## src/hw/rtl/rau_pkg.sv

```systemverilog
// Shared types and constants for the rational arithmetic unit.
// No dependencies.
package rau_pkg;
  localparam int unsigned OperandWidth = 16;

  typedef enum logic [1:0] {
    OP_ADD = 2'd0,
    OP_SUB = 2'd1,
    OP_MUL = 2'd2,
    OP_DIV = 2'd3
  } op_e;
endpackage

```

## src/hw/rtl/rau_front.sv

```systemverilog
// Front end: accepts requests, forms the exact signed-magnitude cross products and sums them.
// Depends on rau_pkg. Feeds rau_fifo.
module rau_front #(
  parameter int unsigned W = rau_pkg::OperandWidth,
  localparam int unsigned MW = 2 * W + 1
) (
  input  logic          clk_i,
  input  logic          rst_ni,
  input  logic          in_valid_i,
  output logic          in_ready_o,
  input  logic [1:0]    kind_i,
  input  logic [W-1:0]  an_i,
  input  logic [W-1:0]  ad_i,
  input  logic [W-1:0]  bn_i,
  input  logic [W-1:0]  bd_i,
  output logic          out_valid_o,
  input  logic          out_ready_i,
  output logic [2*MW+2:0] out_data_o
);
  typedef enum logic [1:0] {S_IDLE, S_MUL, S_ADD, S_OUT} state_e;
  state_e state_q;
  logic [1:0] op_q;
  logic [W:0] m_q [4];
  logic s_q [4];
  logic [2*W-1:0] p1_q, p2_q, pd_q;
  logic n1_q, n2_q, nd_q;
  logic err_q;
  logic [MW-1:0] nm_q;
  logic nn_q;

  function automatic logic [W:0] mag(input logic [W-1:0] v);
    mag = v[W-1] ? ({1'b0, ~v} + 1'b1) : {1'b0, v};
  endfunction

  assign in_ready_o  = (state_q == S_IDLE);
  assign out_valid_o = (state_q == S_OUT);
  assign out_data_o  = {err_q, nn_q, nm_q, nd_q, {1'b0, pd_q}};

  always_ff @(posedge clk_i or negedge rst_ni) begin
    if (!rst_ni) begin
      state_q <= S_IDLE;
    end else begin
      case (state_q)
        S_IDLE: begin
          if (in_valid_i) begin
            op_q <= kind_i;
            m_q[0] <= mag(an_i); s_q[0] <= an_i[W-1];
            m_q[1] <= mag(ad_i); s_q[1] <= ad_i[W-1];
            m_q[2] <= mag(bn_i); s_q[2] <= bn_i[W-1];
            m_q[3] <= mag(bd_i); s_q[3] <= bd_i[W-1];
            err_q <= (ad_i == '0) || (bd_i == '0) ||
                     ((kind_i == rau_pkg::OP_DIV) && (bn_i == '0));
            state_q <= S_MUL;
          end
        end
        S_MUL: begin
          case (rau_pkg::op_e'(op_q))
            rau_pkg::OP_MUL: begin
              p1_q <= (2*W)'(m_q[0] * m_q[2]); n1_q <= s_q[0] ^ s_q[2];
              p2_q <= '0; n2_q <= 1'b0;
              pd_q <= (2*W)'(m_q[1] * m_q[3]); nd_q <= s_q[1] ^ s_q[3];
            end
            rau_pkg::OP_DIV: begin
              p1_q <= (2*W)'(m_q[0] * m_q[3]); n1_q <= s_q[0] ^ s_q[3];
              p2_q <= '0; n2_q <= 1'b0;
              pd_q <= (2*W)'(m_q[1] * m_q[2]); nd_q <= s_q[1] ^ s_q[2];
            end
            default: begin
              p1_q <= (2*W)'(m_q[0] * m_q[3]); n1_q <= s_q[0] ^ s_q[3];
              p2_q <= (2*W)'(m_q[2] * m_q[1]);
              n2_q <= s_q[2] ^ s_q[1] ^ (op_q == rau_pkg::OP_SUB);
              pd_q <= (2*W)'(m_q[1] * m_q[3]); nd_q <= s_q[1] ^ s_q[3];
            end
          endcase
          state_q <= S_ADD;
        end
        S_ADD: begin
          if (n1_q == n2_q) begin
            nm_q <= MW'(p1_q) + MW'(p2_q); nn_q <= n1_q;
          end else if (p1_q >= p2_q) begin
            nm_q <= MW'(p1_q - p2_q); nn_q <= n1_q;
          end else begin
            nm_q <= MW'(p2_q - p1_q); nn_q <= n2_q;
          end
          state_q <= S_OUT;
        end
        S_OUT: begin
          if (out_ready_i) state_q <= S_IDLE;
        end
        default: state_q <= S_IDLE;
      endcase
    end
  end
endmodule

```

## src/hw/rtl/rau_fifo.sv

```systemverilog
// Two-entry queue between front end and back end.
// No dependencies.
module rau_fifo #(
  parameter int unsigned DW = 8
) (
  input  logic          clk_i,
  input  logic          rst_ni,
  input  logic          in_valid_i,
  output logic          in_ready_o,
  input  logic [DW-1:0] in_data_i,
  output logic          out_valid_o,
  input  logic          out_ready_i,
  output logic [DW-1:0] out_data_o
);
  logic [DW-1:0] mem_q [2];
  logic wp_q, rp_q;
  logic [1:0] cnt_q;
  logic wr, rd;

  assign in_ready_o  = (cnt_q != 2'd2);
  assign out_valid_o = (cnt_q != 2'd0);
  assign out_data_o  = mem_q[rp_q];
  assign wr = in_valid_i && in_ready_o;
  assign rd = out_valid_o && out_ready_i;

  always_ff @(posedge clk_i or negedge rst_ni) begin
    if (!rst_ni) begin
      wp_q <= 1'b0; rp_q <= 1'b0; cnt_q <= 2'd0;
    end else begin
      if (wr) begin
        mem_q[wp_q] <= in_data_i;
        wp_q <= ~wp_q;
      end
      if (rd) rp_q <= ~rp_q;
      cnt_q <= cnt_q + {1'b0, wr} - {1'b0, rd};
    end
  end
endmodule

```

## src/hw/rtl/rau_back.sv

```systemverilog
// Back end: binary GCD, two restoring divisions, sign normalization.
// Depends on rau_pkg via parameters only.
module rau_back #(
  parameter int unsigned W = rau_pkg::OperandWidth,
  localparam int unsigned MW = 2 * W + 1,
  localparam int unsigned CW = $clog2(MW + 1)
) (
  input  logic            clk_i,
  input  logic            rst_ni,
  input  logic            in_valid_i,
  output logic            in_ready_o,
  input  logic [2*MW+2:0] in_data_i,
  output logic            out_valid_o,
  input  logic            out_ready_i,
  output logic [MW-1:0]   num_o,
  output logic [MW-3:0]   den_o,
  output logic            err_o
);
  typedef enum logic [2:0] {S_IDLE, S_GCD, S_DIVN, S_DIVD, S_OUT} state_e;
  state_e state_q;
  logic [MW-1:0] nm_q, dm_q, x_q, y_q, q_q, r_q;
  logic [CW-1:0] k_q, i_q;
  logic neg_q, err_q;
  logic [MW-1:0] num_q;
  logic [MW-3:0] den_q;
  logic [MW:0] rs;
  logic [MW-1:0] dv;
  logic qb;
  logic [MW-1:0] rn;

  assign in_ready_o  = (state_q == S_IDLE);
  assign out_valid_o = (state_q == S_OUT);
  assign num_o = num_q;
  assign den_o = den_q;
  assign err_o = err_q;
  assign dv = x_q << k_q;
  assign rs = {r_q, q_q[MW-1]};
  assign qb = (rs >= {1'b0, dv});
  assign rn = qb ? MW'(rs - {1'b0, dv}) : rs[MW-1:0];

  always_ff @(posedge clk_i or negedge rst_ni) begin
    if (!rst_ni) begin
      state_q <= S_IDLE;
    end else begin
      case (state_q)
        S_IDLE: begin
          if (in_valid_i) begin
            dm_q  <= in_data_i[MW-1:0];
            nm_q  <= in_data_i[2*MW:MW+1];
            neg_q <= in_data_i[MW] ^ in_data_i[2*MW+1];
            err_q <= in_data_i[2*MW+2];
            x_q <= in_data_i[2*MW:MW+1];
            y_q <= in_data_i[MW-1:0];
            k_q <= '0;
            if (in_data_i[2*MW+2] || in_data_i[2*MW:MW+1] == '0) begin
              num_q <= '0; den_q <= (MW-2)'(1);
              state_q <= S_OUT;
            end else begin
              state_q <= S_GCD;
            end
          end
        end
        S_GCD: begin
          if (x_q == y_q) begin
            q_q <= nm_q; r_q <= '0; i_q <= '0;
            state_q <= S_DIVN;
          end else if (!x_q[0] && !y_q[0]) begin
            x_q <= x_q >> 1; y_q <= y_q >> 1; k_q <= k_q + 1'b1;
          end else if (!x_q[0]) begin
            x_q <= x_q >> 1;
          end else if (!y_q[0]) begin
            y_q <= y_q >> 1;
          end else if (x_q > y_q) begin
            x_q <= (x_q - y_q) >> 1;
          end else begin
            y_q <= (y_q - x_q) >> 1;
          end
        end
        S_DIVN, S_DIVD: begin
          if (i_q == CW'(MW - 1)) begin
            i_q <= '0; r_q <= '0;
            if (state_q == S_DIVN) begin
              nm_q <= {q_q[MW-2:0], qb};
              q_q <= dm_q;
              state_q <= S_DIVD;
            end else begin
              if (!neg_q) num_q <= nm_q;
              else num_q <= MW'(~nm_q + 1'b1);
              den_q <= {q_q[MW-4:0], qb};
              state_q <= S_OUT;
            end
          end else begin
            r_q <= rn; q_q <= {q_q[MW-2:0], qb};
            i_q <= i_q + 1'b1;
          end
        end
        S_OUT: begin
          if (out_ready_i) state_q <= S_IDLE;
        end
        default: state_q <= S_IDLE;
      endcase
    end
  end
endmodule

```

## src/hw/rtl/rational_arithmetic_unit_top.sv

```systemverilog
// Top level of the rational arithmetic unit: front end, queue, back end.
// Depends on rau_pkg, rau_front, rau_fifo, rau_back.
//
// channel | dir | handshake              | payload
// s_axis  | in  | s_axis_tvalid/tready   | tdata: an, ad, bn, bd; tuser: kind
// m_axis  | out | m_axis_tvalid/tready   | tdata: result_numerator, result_denominator; tuser: error
//
// Front end handles one request at a time in four steps: capture, multiply, add, hand-off.
// Back end: binary GCD, then two restoring divisions of 2*OPERAND_WIDTH+1
// quotient bits each, for the numerator and then the denominator.
// Errors and zero numerators skip the back-end loops. Reset is asynchronous.
// A two-entry queue lets the front end take requests while the back end stalls.
module rational_arithmetic_unit_top #(
  parameter int unsigned OPERAND_WIDTH = rau_pkg::OperandWidth,
  localparam int unsigned MW = 2 * OPERAND_WIDTH + 1,
  localparam int unsigned IB = (4 * OPERAND_WIDTH + 7) / 8 * 8,
  localparam int unsigned OB = (2 * MW - 2 + 7) / 8 * 8
) (
  input  logic          clk_i,
  input  logic          rst_ni,
  input  logic          s_axis_tvalid,
  output logic          s_axis_tready,
  input  logic [IB-1:0] s_axis_tdata,  // a_numerator, a_denominator, b_numerator, b_denominator
  input  logic [1:0]    s_axis_tuser,  // kind
  output logic          m_axis_tvalid,
  input  logic          m_axis_tready,
  output logic [OB-1:0] m_axis_tdata,  // result_numerator, result_denominator
  output logic          m_axis_tuser   // error
);
  localparam int unsigned W = OPERAND_WIDTH;
  logic fv, fr, bv, br;
  logic [2*MW+2:0] fd, bd;
  logic [MW-1:0] num;
  logic [MW-3:0] den;

  rau_front #(.W(W)) u_front (
    .clk_i, .rst_ni,
    .in_valid_i(s_axis_tvalid), .in_ready_o(s_axis_tready),
    .kind_i(s_axis_tuser),
    .an_i(s_axis_tdata[W-1:0]), .ad_i(s_axis_tdata[2*W-1:W]),
    .bn_i(s_axis_tdata[3*W-1:2*W]), .bd_i(s_axis_tdata[4*W-1:3*W]),
    .out_valid_o(fv), .out_ready_i(fr), .out_data_o(fd)
  );

  rau_fifo #(.DW(2*MW+3)) u_fifo (
    .clk_i, .rst_ni,
    .in_valid_i(fv), .in_ready_o(fr), .in_data_i(fd),
    .out_valid_o(bv), .out_ready_i(br), .out_data_o(bd)
  );

  rau_back #(.W(W)) u_back (
    .clk_i, .rst_ni,
    .in_valid_i(bv), .in_ready_o(br), .in_data_i(bd),
    .out_valid_o(m_axis_tvalid), .out_ready_i(m_axis_tready),
    .num_o(num), .den_o(den), .err_o(m_axis_tuser)
  );

  assign m_axis_tdata = OB'({den, num});
endmodule

```

## config.mk

```make
export PLATFORM = sky130hd
export DESIGN_NAME = rational_arithmetic_unit_top
export DESIGN_NICKNAME = d
export VERILOG_FILES = /design/src/hw/rtl/rau_pkg.sv /design/src/hw/rtl/rau_front.sv /design/src/hw/rtl/rau_fifo.sv /design/src/hw/rtl/rau_back.sv /design/src/hw/rtl/rational_arithmetic_unit_top.sv
export SDC_FILE = /design/constraint.sdc
export NUM_CORES = 2
export LEC_CHECK = 0
export ABC_AREA = 1
export BUFFER_PORTS_ARGS = -buffer_cell sky130_fd_sc_hd__buf_2
export CORE_MARGIN = 4
export CORE_UTILIZATION = 60
export DETAILED_ROUTE_END_ITERATION = 12
export GPL_TIMING_DRIVEN = 0
export PLACE_DENSITY = 0.83
export SYNTH_ARGS = -nofsm -noshare
export SYNTH_HDL_FRONTEND = slang
export SYNTH_HIERARCHICAL = 1
export SYNTH_SLANG_ARGS = --single-unit
```

## constraint.sdc

```tcl
create_clock -name clk_i -period 8.05 [get_ports clk_i]
set_clock_uncertainty 0.2 [all_clocks]
set_input_delay 0.4025 -clock clk_i [delete_from_list [all_inputs] [get_ports clk_i]]
set_output_delay 0.4025 -clock clk_i [all_outputs]
set_load 0.01 [all_outputs]
```

==> impl_metrics.tcl <==
set metrics [dict create \
    gp_congestion 1.101 \
    clock_path_buffers 3 \
    die_y_um 379.3 \
    worstPathArrival_ns 8.22 \
    die_x_um 379.3 \
    grt_usage_pct 44.39 \
    path_max_fanout 10 \
    core_area_um2 136100 \
    std_cell_rows 135 \
    numClockSinks 631 \
    clk-insertion-delay-late_ns 0.72 \
    ys.flop_type "edfxtp_1" \
    tightestPinTransition_ns 1.489 \
    max-slew-margin-rel_pct 0.7029 \
    finalCritPeriodShare_pct 99.94 \
    wl_met1_mm 109.4 \
    grt_pass1_vias 77553 \
    outcome "completed" \
    die_area_um2 143900 \
    grt_first_pass_wirelength_mm 470.4 \
    ys_ff_latch 631 \
    hp-class "reg2reg" \
    htree_levels 3 \
    final_max_slew_viol_count 0 \
    synth-xor-area-share_pct 2.001 \
    synthDistinctLibCells 60 \
    avgRoutedWirePerCell_um 23.90 \
    via_per_inst 5.819 \
    top_layer_used "met5" \
    vias 77973 \
    clock.fmax_mhz 124.3 \
    dpl_cell_area_um2 86140 \
    start_util_pct 60.77 \
    yosysSeqAreaShare_pct 22.85 \
    setup_violations 0 \
    synth_top_family_by_area "adder cells" \
    met2WireLength_mm 138.4 \
    io_pins 137 \
    wl_met3_mm 37.55 \
    utilization_pct 65.66 \
    cp.required_ns 8.23 \
    synth_compound_area_share_pct 6.489 \
    register_area_um2 18900 \
    synth-simple-area-share_pct 23.46 \
    drc 0 \
    hpwlAfterDp_mm 257.3 \
    nNetsFinal 13123 \
    synth_async_sr_flop_share_pct 1.426 \
    fin_crit_ns 8.045 \
    drive_above_1_share_pct 4.098 \
    muxShareOfSynthArea_pct 0.1346 \
    setup.worst_path.end_class "register" \
    synth_fa_ha_area_share_pct 30.77 \
    cts_made_buffers 72 \
    final_hold_viol_count 0 \
    grt_overflow 0 \
    synthToLayoutAreaGrowth_pct 8.051 \
    synth.avg_cell_area_um2 7.361 \
    clkSlewWorstSetupHoldPaths_ns 0.06 \
    antenna_found_initial 8 \
    drt_iter0_markers 9860 \
    clockRootBuffer "clkbuf_16" \
    placement.io_buffers 136 \
    fin_area_um2 89400 \
    syn_area_um2 82730 \
    fin_ws_ns 0.005116 \
    multi_input_area_um2 52100 \
    rsz0062_at_grt "no" \
    cts_tree "done" \
    yosys_warnings 6 \
    final_antenna_net_count 0 \
    grt_start_max_net_pins 77 \
    start_kind "register" \
    maxCapViolations 0 \
    place_ws_ns 0.2068 \
    nFillCells 11708 \
    dr.pass1.iters 9 \
    drt-total-wl_mm 320.2 \
    holdWs_ns 0.2403 \
    syn_inst 11240 \
    synth_edf_count 622 \
    critPathKind "reg2reg" \
]
cell usage after synthesis (21+ instances only):
master / number / area share, %
a21boi_0: 22 / 0.20
nand4_1: 82 / 0.62
nand2_1: 3587 / 16
clkbuf_1: 364 / 1.7
buf_4: 33 / 0.30
nor3_1: 90 / 0.54
a21oi_1: 433 / 2.6
o221ai_1: 26 / 0.28
nor4_1: 23 / 0.17
or2_2: 42 / 0.32
fa_1: 898 / 22
o21ai_0: 376 / 2.3
o21bai_1: 43 / 0.39
nand3_1: 332 / 2.0
nor2_1: 623 / 2.8
xor2_1: 145 / 1.5
ha_1: 598 / 9.0
edfxtp_1: 622 / 23
xnor2_1: 44 / 0.47
inv_2: 21 / 0.095
buf_2: 26 / 0.16
inv_1: 2588 / 12
area by class of cell:
| class | instances | share of cell area, % |
|---|---|---|
| inverters | 2618 | 11.00 |
| clock inverters | 49 | 0.6396 |
| clock buffers | 84 | 2.066 |
| flip-flops and latches | 631 | 21.15 |
| well taps | 1781 | 2.493 |
| repair buffers | 239 | 2.134 |
| multi-input cells | 7539 | 58.28 |
| diodes | 3 | 0.008398 |
| plain buffers | 456 | 2.237 |
through the flow:
step,TNS [ns],std cells
final,0,13400
after global routing,0,13398
after global placement,-31.30,13161
after floorplan,0,11244
after CTS,0,13396
after detailed placement,0,13182
metal layers:
layer,GRT usage (%),vias up
met3,11.03,1551
li1,-,34433
met4,37.11,10
met2,68.26,5412
met1,52.61,36567
met5,0,-
worst max-delay path, cell delays in order, from the launching register on:
cell      delay, ns
edfxtp_1       0.34
clkbuf_1       0.70
buf_1          0.93
nand2_1        0.14
inv_1          0.12
fa_1           0.41
inv_1          0.08
fa_1           0.45
fa_1           0.50
fa_1           0.55
inv_1          0.06
fa_1           0.49
inv_1          0.05
fa_1           0.50
inv_1          0.05
ha_1           0.34
nand2_1        0.11
nor2_1         0.19
nand2_1        0.09
o21ai_0        0.44
nand2_1        0.16
nand3_1        0.13
nand2_1        0.19
nor2_1         0.49
cells by family after synthesis:
group           count (synthesis)
simple gates                 4853
other cells                     1
fa+ha+maj                    1496
xor+xnor                      189
buf+inv                      3074
flops                         631
compound gates                985
mux                            11
registers in the layout, indices dropped and copies added, names as in the netlist, 2 cells and up:
name             count
u_back/den_o        31
u_back/dm_q         33
u_back/i_q           6
u_back/k_q           6
u_back/nm_q         33
u_back/num_o        33
u_back/q_q          33
u_back/r_q          33
u_back/state_q       3
u_back/x_q          33
u_back/y_q          33
u_fifo/cnt_q         2
u_fifo/mem_q       138
u_front/m_q         68
u_front/nm_q        33
u_front/op_q         2
u_front/p1_q        32
u_front/p2_q        32
u_front/pd_q        32
u_front/s_q          4
u_front/state_q      2
cells in the final DEF (no fill, tap or decap), types with 14 or more instances in the layout:
cell,netlist,layout
nand2_1,3587,3587
inv_1,2588,2586
fa_1,898,898
edfxtp_1,622,622
nor2_1,623,619
ha_1,598,598
a21oi_1,433,431
o21ai_0,376,376
clkbuf_1,364,372
nand3_1,332,332
buf_2,26,163
xor2_1,145,145
nor3_1,90,88
nand4_1,82,82
dlygate4sd3_1,0,81
clkbuf_16,0,72
xnor2_1,44,44
o21bai_1,43,43
or2_2,42,42
buf_4,33,33
o221ai_1,26,26
nor4_1,23,23
a21boi_0,22,22
inv_2,21,21
buf_6,16,21
clkinv_1,8,20
nand2_2,18,18
nand3b_1,18,18
o211ai_1,16,16
nor2_2,14,14
a21o_1,14,14
path summary, 6_finish.rpt:
path | startpoint | to | slack [ns] | cells past startpoint
max | u_front/m_q[2][6]$_DFFE_PP_ | u_front/p2_q[24]$_SDFFCE_PP0P_ | 0.005 | 23
min | u_front/nm_q[32]$_DFFE_PP_ | u_fifo/mem_q[1][66]$_DFFE_PP_ | 0.24 | 0
max reg2reg | u_front/m_q[2][6]$_DFFE_PP_ | u_front/p2_q[24]$_SDFFCE_PP0P_ | 0.005 | 23
min reg2reg | u_front/nm_q[32]$_DFFE_PP_ | u_fifo/mem_q[1][66]$_DFFE_PP_ | 0.24 | 0
max in group asynchronous | rst_ni | u_fifo/cnt_q[1]$_DFF_PN0_ | 6.40 | 3
min in group asynchronous | rst_ni | u_front/state_q[1]$_DFFE_PN0P_ | 0.81 | 3
repair_timing:
item | in CTS | in global routing
endpoints found under the hold margin | 83 | 0
buffers inserted | 0 | 0
setup endpoints to repair | 0 | 7
gates resized for setup | 0 | 9
hold buffers | 81 | 0
Power is not shown: default switching activity piles up to over one toggle a cycle in this logic, so the estimate is an artifact.
